### config.mk
export PLATFORM = sky130hd
export DESIGN_NAME = raycast_column_texture_mapper_flat
export DESIGN_NICKNAME = d
export VERILOG_FILES = /design/src/rcm_pkg.sv /design/src/rcm_stream_if.sv /design/src/rcm_setup_unit.sv /design/src/raycast_column_texture_mapper.sv /design/src/flat_wrapper.sv
export SDC_FILE = /design/constraint.sdc
export NUM_CORES = 1
export LEC_CHECK = 0
export BUFFER_PORTS_ARGS = -buffer_cell sky130_fd_sc_hd__buf_2
export CAP_MARGIN = 40
export CELL_PAD_IN_SITES_DETAIL_PLACEMENT = 1
export CELL_PAD_IN_SITES_GLOBAL_PLACEMENT = 1
export CORE_UTILIZATION = 49
export DETAILED_ROUTE_END_ITERATION = 6
export PLACE_DENSITY_LB_ADDON = 0.1
export SYNTH_ARGS = -nofsm -noshare
export SYNTH_HDL_FRONTEND = slang
export SYNTH_HIERARCHICAL = 1
export SYNTH_SLANG_ARGS = --single-unit
### constraint.sdc
create_clock -name i_clk -period 8.4 [get_ports i_clk]
set_clock_uncertainty 0.15 [all_clocks]
set_input_delay 0.84 -clock i_clk [delete_from_list [all_inputs] [get_ports i_clk]]
set_output_delay 0.84 -clock i_clk [all_outputs]
set_load 0.005 [all_outputs]
### src/rcm_pkg.sv
package rcm_pkg;

    localparam int TEX_SIZE_DEF = 64;

    localparam int CFG_INDEX_W = 3;
    localparam int CFG_DATA_W  = 24;

    localparam logic OP_BEGIN = 1'b0;
    localparam logic OP_PIXEL = 1'b1;

    localparam logic [1:0] KIND_CEILING = 2'd0;
    localparam logic [1:0] KIND_WALL    = 2'd1;
    localparam logic [1:0] KIND_DOOR    = 2'd2;
    localparam logic [1:0] KIND_FLOOR   = 2'd3;

    localparam logic [CFG_INDEX_W-1:0] REG_SCREEN_WIDTH   = 3'd0;
    localparam logic [CFG_INDEX_W-1:0] REG_SCREEN_HEIGHT  = 3'd1;
    localparam logic [CFG_INDEX_W-1:0] REG_CEILING_COLOUR = 3'd2;
    localparam logic [CFG_INDEX_W-1:0] REG_FLOOR_COLOUR   = 3'd3;
    localparam logic [CFG_INDEX_W-1:0] REG_PLAYER_X       = 3'd4;
    localparam logic [CFG_INDEX_W-1:0] REG_PLAYER_Y       = 3'd5;

    localparam logic [11:0] SCREEN_WIDTH_RST  = 12'd640;
    localparam logic [11:0] SCREEN_HEIGHT_RST = 12'd480;

    typedef struct packed {
        logic        operation;
        logic [10:0] column;
        logic [10:0] wall_top;
        logic [11:0] wall_bottom;
        logic [15:0] line_height;
        logic [15:0] wall_frac;
        logic        hit_side;
        logic        ray_x_positive;
        logic        ray_y_negative;
        logic [7:0]  cell_x;
        logic [7:0]  cell_y;
        logic        is_door;
    } t_item;

    typedef struct packed {
        logic [21:0] screen_address;
        logic [1:0]  pixel_kind;
        logic [1:0]  texture_select;
        logic [11:0] texel_address;
        logic [23:0] fill_colour;
        logic        last_row;
    } t_result;

    typedef struct packed {
        logic        start;
        logic [15:0] line_height;
        logic [16:0] offset;
    } t_setup_req;

    typedef struct packed {
        logic        busy;
        logic        done;
        logic [31:0] step;
        logic [39:0] position;
    } t_setup_rsp;

endpackage

### src/rcm_stream_if.sv
interface rcm_stream_if #(
    parameter type t_payload = logic
);
    logic     valid;
    logic     ready;
    t_payload payload;

    modport source (output valid, output payload, input ready);
    modport sink   (input valid, input payload, output ready);
endinterface

### src/rcm_setup_unit.sv
module rcm_setup_unit #(
    parameter int TEX_SIZE = rcm_pkg::TEX_SIZE_DEF
) (
    input  logic                i_clk,
    input  logic                i_rst_n,
    input  rcm_pkg::t_setup_req i_req,
    output rcm_pkg::t_setup_rsp o_rsp
);

    localparam int LOG2_TEX  = $clog2(TEX_SIZE);
    localparam int DIV_STEPS = LOG2_TEX + 17;
    localparam int MUL_STEPS = 17;
    localparam int CNT_W     = $clog2(DIV_STEPS);

    localparam logic [1:0] S_IDLE = 2'd0;
    localparam logic [1:0] S_DIV  = 2'd1;
    localparam logic [1:0] S_MUL  = 2'd2;

    logic [1:0]       r_state;
    logic [CNT_W-1:0] r_count;
    logic [16:0]      r_rem;
    logic [31:0]      r_quo;
    logic [15:0]      r_div;
    logic [16:0]      r_mplier;
    logic [39:0]      r_mcand;
    logic [39:0]      r_acc;

    logic        w_bit;
    logic [16:0] w_shift;
    logic [39:0] w_a;
    logic [39:0] w_b;
    logic        w_sub;
    logic [40:0] w_sum;
    logic        w_ge;
    logic [31:0] n_quo;
    logic        w_last;

    // dividend is TEX_SIZE << 16: a single one at the top, zeros below
    assign w_bit   = (r_count == CNT_W'(DIV_STEPS - 1));
    assign w_shift = {r_rem[15:0], w_bit};
    assign w_last  = (r_count == '0);

    // shared add/subtract unit
    always_comb begin
        case (r_state)
            S_DIV: begin
                w_a   = {23'b0, w_shift};
                w_b   = {24'b0, r_div};
                w_sub = 1'b1;
            end
            default: begin
                w_a   = r_acc;
                w_b   = r_mcand;
                // sign bit of the offset carries negative weight
                w_sub = w_last;
            end
        endcase
    end

    assign w_sum = {1'b0, w_a} + (w_sub ? ~{1'b0, w_b} : {1'b0, w_b}) + {40'b0, w_sub};
    assign w_ge  = ~w_sum[40];
    assign n_quo = {r_quo[30:0], w_ge};

    always_ff @(posedge i_clk) begin
        if (!i_rst_n) begin
            r_state <= S_IDLE;
            r_count <= '0;
        end else begin
            case (r_state)
                S_IDLE: begin
                    if (i_req.start) begin
                        r_state <= S_DIV;
                        r_count <= CNT_W'(DIV_STEPS - 1);
                    end
                end
                S_DIV: begin
                    if (w_last) begin
                        r_state <= S_MUL;
                        r_count <= CNT_W'(MUL_STEPS - 1);
                    end else begin
                        r_count <= r_count - 1'b1;
                    end
                end
                S_MUL: begin
                    if (w_last) begin
                        r_state <= S_IDLE;
                    end else begin
                        r_count <= r_count - 1'b1;
                    end
                end
                default: begin
                    r_state <= S_IDLE;
                end
            endcase
        end
    end

    always_ff @(posedge i_clk) begin
        case (r_state)
            S_IDLE: begin
                if (i_req.start) begin
                    r_rem    <= '0;
                    r_quo    <= '0;
                    r_div    <= i_req.line_height;
                    r_mplier <= i_req.offset;
                end
            end
            S_DIV: begin
                r_rem <= w_ge ? w_sum[16:0] : w_shift;
                r_quo <= n_quo;
                if (w_last) begin
                    r_acc   <= '0;
                    r_mcand <= {8'b0, n_quo};
                end
            end
            S_MUL: begin
                if (r_mplier[0]) begin
                    r_acc <= w_sum[39:0];
                end
                r_mcand  <= {r_mcand[38:0], 1'b0};
                r_mplier <= {1'b0, r_mplier[16:1]};
            end
            default: begin
                r_acc <= r_acc;
            end
        endcase
    end

    assign o_rsp.busy     = (r_state != S_IDLE);
    assign o_rsp.done     = (r_state == S_MUL) && w_last;
    assign o_rsp.step     = r_quo;
    // fold in the final partial product on the done cycle
    assign o_rsp.position = r_mplier[0] ? w_sum[39:0] : r_acc;

endmodule

### src/raycast_column_texture_mapper.sv
// Textured wall column renderer for a grid raycaster.
// Input channel i_item carries two kinds of transaction: a begin item that
// loads one screen column (span, line height, hit fraction, side, ray signs,
// hit cell, door flag) and a pixel item that asks for the next row.
// Output channel o_result carries one result per emitted row: screen address,
// pixel kind, texture number, texel address, fill colour and last-row flag.
// Registers are written through i_cfg_we / i_cfg_index / i_cfg_data.
// A begin item gives no result and occupies the block while one shared
// 40-bit adder first runs a restoring division for the texture step, one
// quotient bit a cycle, then a shift-add multiply for the starting texture
// position, one offset bit a cycle. i_item.ready is low during that time.
// Pixel items are taken one per cycle; each result appears in the output
// register on the cycle after its transaction. A pixel with no active column
// or past the last row gives no result.
// When the receiver stalls, the result is held and a new item is taken only
// once the output register is free or is being emptied in the same cycle.
// Reset restores the register defaults and leaves no column loaded.
module raycast_column_texture_mapper #(
    parameter int TEX_SIZE = rcm_pkg::TEX_SIZE_DEF
) (
    input  logic                              i_clk,
    input  logic                              i_rst_n,
    rcm_stream_if.sink                        i_item,
    rcm_stream_if.source                      o_result,
    input  logic                              i_cfg_we,
    input  logic [rcm_pkg::CFG_INDEX_W-1:0]   i_cfg_index,
    input  logic [rcm_pkg::CFG_DATA_W-1:0]    i_cfg_data
);

    localparam int LOG2_TEX = $clog2(TEX_SIZE);
    localparam int TXL_W    = (2 * LOG2_TEX > 12) ? 2 * LOG2_TEX : 12;

    rcm_pkg::t_item      w_item;
    rcm_pkg::t_result    r_out;
    rcm_pkg::t_setup_req w_req;
    rcm_pkg::t_setup_rsp w_rsp;

    logic [11:0] r_screen_width;
    logic [11:0] r_screen_height;
    logic [23:0] r_ceiling_colour;
    logic [23:0] r_floor_colour;
    logic [15:0] r_player_x;
    logic [15:0] r_player_y;

    logic [11:0]         r_row;
    logic                r_active;
    logic [10:0]         r_column;
    logic [10:0]         r_top;
    logic [11:0]         r_bottom;
    logic [LOG2_TEX-1:0] r_tex_col;
    logic [1:0]          r_tex_sel;
    logic                r_door;
    logic [31:0]         r_step;
    logic [39:0]         r_pos;
    logic                r_out_valid;

    logic                w_in_acc;
    logic                w_is_begin;
    logic                w_pix_acc;
    logic                w_out_free;
    logic                w_row_ok;
    logic                w_emit;
    logic [12:0]         w_row_next;
    logic [15:0]         w_lh_eff;
    logic [17:0]         w_offset;
    logic [LOG2_TEX-1:0] w_tx;
    logic                w_mirror;
    logic [1:0]          w_choice;
    logic [LOG2_TEX-1:0] w_ty;
    logic [TXL_W-1:0]    w_wall_wide;
    logic [TXL_W-1:0]    w_door_wide;
    logic [23:0]         w_addr_prod;
    logic [21:0]         w_addr;
    logic                w_above;
    logic                w_inside;

    assign w_item     = i_item.payload;
    assign w_in_acc   = i_item.valid && i_item.ready;
    assign w_is_begin = (w_item.operation == rcm_pkg::OP_BEGIN);
    assign w_pix_acc  = w_in_acc && !w_is_begin;
    assign w_out_free = !r_out_valid || o_result.ready;

    assign i_item.ready   = !w_rsp.busy && w_out_free;
    assign o_result.valid = r_out_valid;
    assign o_result.payload = r_out;

    // column setup
    assign w_lh_eff = (w_item.line_height == 16'd0) ? 16'd1 : w_item.line_height;
    assign w_offset = {7'b0, w_item.wall_top} - {7'b0, r_screen_height[11:1]}
                    + {3'b0, w_lh_eff[15:1]};
    assign w_mirror = w_item.hit_side ? w_item.ray_y_negative : w_item.ray_x_positive;
    assign w_tx     = w_item.wall_frac[15 -: LOG2_TEX];

    always_comb begin
        if (w_item.hit_side) begin
            w_choice = ({w_item.cell_y, 8'b0} < r_player_y) ? 2'd0 : 2'd1;
        end else begin
            w_choice = ({w_item.cell_x, 8'b0} < r_player_x) ? 2'd2 : 2'd3;
        end
    end

    assign w_req.start       = w_in_acc && w_is_begin;
    assign w_req.line_height = w_lh_eff;
    assign w_req.offset      = w_offset[16:0];

    rcm_setup_unit #(
        .TEX_SIZE (TEX_SIZE)
    ) u_setup (
        .i_clk   (i_clk),
        .i_rst_n (i_rst_n),
        .i_req   (w_req),
        .o_rsp   (w_rsp)
    );

    // row generation
    assign w_row_ok    = r_active && (r_row < r_screen_height);
    assign w_emit      = w_pix_acc && w_row_ok;
    assign w_row_next  = {1'b0, r_row} + 13'd1;
    assign w_above     = (r_row < {1'b0, r_top});
    assign w_inside    = (r_row < r_bottom);
    assign w_ty        = r_pos[16 +: LOG2_TEX];
    assign w_wall_wide = TXL_W'({w_ty, r_tex_col});
    assign w_door_wide = TXL_W'({r_tex_col, w_ty});
    assign w_addr_prod = r_row * r_screen_width;
    assign w_addr      = w_addr_prod[21:0] + {11'b0, r_column};

    always_ff @(posedge i_clk) begin
        if (!i_rst_n) begin
            r_screen_width   <= rcm_pkg::SCREEN_WIDTH_RST;
            r_screen_height  <= rcm_pkg::SCREEN_HEIGHT_RST;
            r_ceiling_colour <= '0;
            r_floor_colour   <= '0;
            r_player_x       <= '0;
            r_player_y       <= '0;
        end else if (i_cfg_we) begin
            case (i_cfg_index)
                rcm_pkg::REG_SCREEN_WIDTH:   r_screen_width   <= i_cfg_data[11:0];
                rcm_pkg::REG_SCREEN_HEIGHT:  r_screen_height  <= i_cfg_data[11:0];
                rcm_pkg::REG_CEILING_COLOUR: r_ceiling_colour <= i_cfg_data;
                rcm_pkg::REG_FLOOR_COLOUR:   r_floor_colour   <= i_cfg_data;
                rcm_pkg::REG_PLAYER_X:       r_player_x       <= i_cfg_data[15:0];
                rcm_pkg::REG_PLAYER_Y:       r_player_y       <= i_cfg_data[15:0];
                default: begin
                    r_player_y <= r_player_y;
                end
            endcase
        end
    end

    always_ff @(posedge i_clk) begin
        if (!i_rst_n) begin
            r_active    <= 1'b0;
            r_row       <= '0;
            r_out_valid <= 1'b0;
        end else begin
            if (w_in_acc && w_is_begin) begin
                r_active <= 1'b1;
                r_row    <= '0;
            end else if (w_pix_acc) begin
                if (!w_row_ok) begin
                    r_active <= 1'b0;
                end else begin
                    r_row <= w_row_next[11:0];
                    if (w_row_next >= {1'b0, r_screen_height}) begin
                        r_active <= 1'b0;
                    end
                end
            end
            if (w_emit) begin
                r_out_valid <= 1'b1;
            end else if (o_result.ready) begin
                r_out_valid <= 1'b0;
            end
        end
    end

    always_ff @(posedge i_clk) begin
        if (w_in_acc && w_is_begin) begin
            r_column  <= w_item.column;
            r_top     <= w_item.wall_top;
            r_bottom  <= w_item.wall_bottom;
            r_door    <= w_item.is_door;
            r_tex_col <= w_mirror ? ~w_tx : w_tx;
            r_tex_sel <= w_choice;
        end
        if (w_rsp.done) begin
            r_step <= w_rsp.step;
            r_pos  <= w_rsp.position;
        end else if (w_emit && !w_above && w_inside) begin
            r_pos <= r_pos + {8'b0, r_step};
        end
        if (w_emit) begin
            r_out.screen_address <= w_addr;
            r_out.last_row       <= (w_row_next == {1'b0, r_screen_height});
            if (w_above) begin
                r_out.pixel_kind     <= rcm_pkg::KIND_CEILING;
                r_out.texture_select <= 2'd0;
                r_out.texel_address  <= '0;
                r_out.fill_colour    <= r_ceiling_colour;
            end else if (w_inside) begin
                r_out.pixel_kind     <= r_door ? rcm_pkg::KIND_DOOR : rcm_pkg::KIND_WALL;
                r_out.texture_select <= r_tex_sel;
                r_out.texel_address  <= r_door ? w_door_wide[11:0] : w_wall_wide[11:0];
                r_out.fill_colour    <= '0;
            end else begin
                r_out.pixel_kind     <= rcm_pkg::KIND_FLOOR;
                r_out.texture_select <= 2'd0;
                r_out.texel_address  <= '0;
                r_out.fill_colour    <= r_floor_colour;
            end
        end
    end

`ifndef NO_ASSERTIONS
    a_busy_blocks_input: assert property (@(posedge i_clk) disable iff (!i_rst_n)
        w_rsp.busy |-> !i_item.ready)
        else $error("item taken while column setup runs");

    a_start_when_idle: assert property (@(posedge i_clk) disable iff (!i_rst_n)
        w_req.start |=> w_rsp.busy)
        else $error("setup unit did not start");

    a_result_from_pixel: assert property (@(posedge i_clk) disable iff (!i_rst_n)
        $rose(r_out_valid) |-> $past(w_pix_acc))
        else $error("result without a pixel transaction");
`endif

endmodule

### src/flat_wrapper.sv
// flat-port wrapper written by rule: the top's interface ports become plain ports
module raycast_column_texture_mapper_flat 
#(
    parameter int TEX_SIZE = rcm_pkg::TEX_SIZE_DEF
)
  (i_clk, i_rst_n, i_cfg_we, i_cfg_index, i_cfg_data, i_item_valid, i_item_payload, i_item_ready, o_result_valid, o_result_payload, o_result_ready);
  rcm_stream_if #(.t_payload(rcm_pkg::t_item)) i_item_i ();
  rcm_stream_if #(.t_payload(rcm_pkg::t_result)) o_result_i ();
  input  logic i_clk;
  input  logic i_rst_n;
  input  logic i_cfg_we;
  input  logic [rcm_pkg::CFG_INDEX_W-1:0] i_cfg_index;
  input  logic [rcm_pkg::CFG_DATA_W-1:0] i_cfg_data;
  input wire logic [$bits(i_item_i.valid)-1:0] i_item_valid;
  input wire logic [$bits(i_item_i.payload)-1:0] i_item_payload;
  output wire logic [$bits(i_item_i.ready)-1:0] i_item_ready;
  output wire logic [$bits(o_result_i.valid)-1:0] o_result_valid;
  output wire logic [$bits(o_result_i.payload)-1:0] o_result_payload;
  input wire logic [$bits(o_result_i.ready)-1:0] o_result_ready;
  assign i_item_i.valid = i_item_valid;
  assign i_item_i.payload = i_item_payload;
  assign i_item_ready = i_item_i.ready;
  assign o_result_valid = o_result_i.valid;
  assign o_result_payload = o_result_i.payload;
  assign o_result_i.ready = o_result_ready;
  raycast_column_texture_mapper #(.TEX_SIZE(TEX_SIZE)) u_core (.i_clk(i_clk), .i_rst_n(i_rst_n), .i_item(i_item_i), .o_result(o_result_i), .i_cfg_we(i_cfg_we), .i_cfg_index(i_cfg_index), .i_cfg_data(i_cfg_data));
endmodule
==> impl_metrics.json <==
{
  "syn_inst": 2938,
  "worstPathArrival_ns": 6.62,
  "core_area_um2": 58140,
  "dp_hpwl_um": 59050,
  "wl_met3_um": 2247,
  "cp.buffers_inverters": 3,
  "synth_area_um2": 29040,
  "finalHoldViolCount": 0,
  "final_util_pct": 55.56,
  "vias": 21760,
  "grt_pass1_vias": 23900,
  "cts-root-buf": "clkbuf_16",
  "status": "complete, no violations",
  "portBuffers": 173,
  "clock_latency_ns": 0.61,
  "tightest_slew_ns": 0.8728,
  "placed_cell_area_um2": 30660,
  "yosys_warnings": 6,
  "syn_nets": 3387,
  "start_kind": "flop",
  "num_rows": 88,
  "clkTransAtPathRegs_ns": 0.06,
  "cp_cell_sequence": "nand2_1, fa_1, inv_1, fa_1, fa_1, fa_1, inv_1, fa_1, inv_1, ha_1, a21oi_1, o21ai_0, a221oi_1, o21ai_1, a21o_1, a21oi_1, xnor2_1",
  "drive_gt1_share_pct": 12.64,
  "max_stage_delay_ns": 0.89,
  "maxSlewViolCount": 0,
  "drt-total-wl_um": 80280,
  "hold_buffers": 0,
  "finalCriticalPeriod_ns": 6.414,
  "grt_max_degree": 77,
  "cts_made_buffers": 50,
  "drtPass1Iterations": 5,
  "gr-total-overflow": 0,
  "crit_fanout": 20,
  "slowest_stage": "dfxtp_1",
  "mostFrequentLayoutCell": "nand2_1",
  "setup_violations": 0,
  "crit_required_ns": 8.61,
  "cts_tree": "yes",
  "vias_per_cell": 5.662,
  "end_kind": "flop",
  "cap_violations": 0,
  "tns_ns": 0,
  "peakVddDrop_mv": 0.1517,
  "period_share_pct": 76.36,
  "die_h_um": 245.4,
  "cts_num_sinks": 435,
  "io_pins": 184,
  "routabilityCongestion": 0.8715,
  "drcViolationCount": 0,
  "grt_usage_pct": 27.12,
  "final_nets": 3490,
  "start_util_pct": 49.95,
  "cts_buffer_depth": 3,
  "met2_length_um": 42180,
  "avgSynthCellArea_um2": 9.884,
  "max_freq_mhz": 155.9,
  "rr_worst_depth": 17,
  "crit_family": "adder cells",
  "mostFrequentLayoutCells": "nand2_1 (418), edfxtp_1 (310), inv_1 (276)",
  "dieArea_um2": 60240,
  "rsz0062_at_grt": "no",
  "grt_first_pass_wirelength_um": 128200,
  "antenna_found_initial": 3,
  "hold_depth": 1,
  "ant_nets": 0,
  "h-tree-depth": 2,
  "cpMostUsedCell": "fa_1",
  "relSlewSlack_pct": 41.73,
  "m1WireLength_um": 32830,
  "fin_area_um2": 32300,
  "cts_setup_buffers": 0,
  "power_density_nw_per_um2": 202.6,
  "cp.depth": 17,
  "wl_per_cell_um": 20.88,
  "fp.dieW_um": 245.4,
  "drt_iter0_markers": 934,
  "hold_path_class": "in -> reg",
  "critPathKind": "reg -> reg",
  "cts.repair.resized": 0,
  "p_leak_uw": 0.01335,
  "area_delta_synth_final_pct": 11.23,
  "top_layer_used": "met4"
}
-- metrics by stage --
step / hold WS, ns / setup WS (ns) / std cells / power (uW)
floorplan: 0.2876 / 1.007 / 2938 / 3846
global placement: 0.3004 / 2.024 / 3746 / 4276
detailed placement: 0.3057 / 2.006 / 3754 / 4366
CTS: 0.2183 / 1.937 / 3843 / 6602
global route: 0.2375 / 1.676 / 3844 / 6856
finish: 0.2518 / 1.986 / 3844 / 6545
-- area by class of cell --
class	instances	area (um2)
diodes	1	2.502
clock buffers	73	1410
clock inverters	16	232.7
fillers	6386	25830
inverters	278	1044
multi-input cells	2070	15640
flip-flops and latches	435	11810
well taps	765	957.2
repair buffers	206	1209
-- registers in the layout (all words and copies together), names as in the netlist, 17 cells and up --
name / cells
u_core/r_pos: 22
u_core/u_setup/r_acc: 40
u_core/u_setup/r_mcand: 40
u_core/u_setup/r_quo: 31
u_core/o_result.payload: 63
u_core/r_ceiling_colour: 24
u_core/u_setup/r_mplier: 17
u_core/r_floor_colour: 24
u_core/r_step: 22
-- power by group --
part | total [uW] | switching [uW] | internal (uW)
Sequential | 2490 | 58.1 | 2430
Clock | 2200 | 909 | 1300
Combinational | 1850 | 1140 | 708
-- per-layer routing --
metal  vias up  global-route usage, %
met1     10970                  32.07
met5         -                      0
met2       356                  50.00
met3       146                  2.870
li1      10290                      -
met4         0                  10.69
-- path summary, 6_finish.rpt --
| kind | startpoint | end | slack (ns) |
|---|---|---|---|
| min | i_item_payload[80] | u_core/r_column[5]$_DFFE_PP_ | 0.25 |
| min reg2reg | u_core/r_player_y[7]$_SDFFE_PN0P_ | u_core/r_player_y[7]$_SDFFE_PN0P_ | 0.31 |
| max reg2reg | u_core/r_row[4]$_SDFFE_PP0P_ | u_core/o_result.payload[59]$_DFFE_PP_ | 1.99 |
| max | u_core/r_row[4]$_SDFFE_PP0P_ | u_core/o_result.payload[59]$_DFFE_PP_ | 1.99 |
Power figures use the tool's default switching activity.
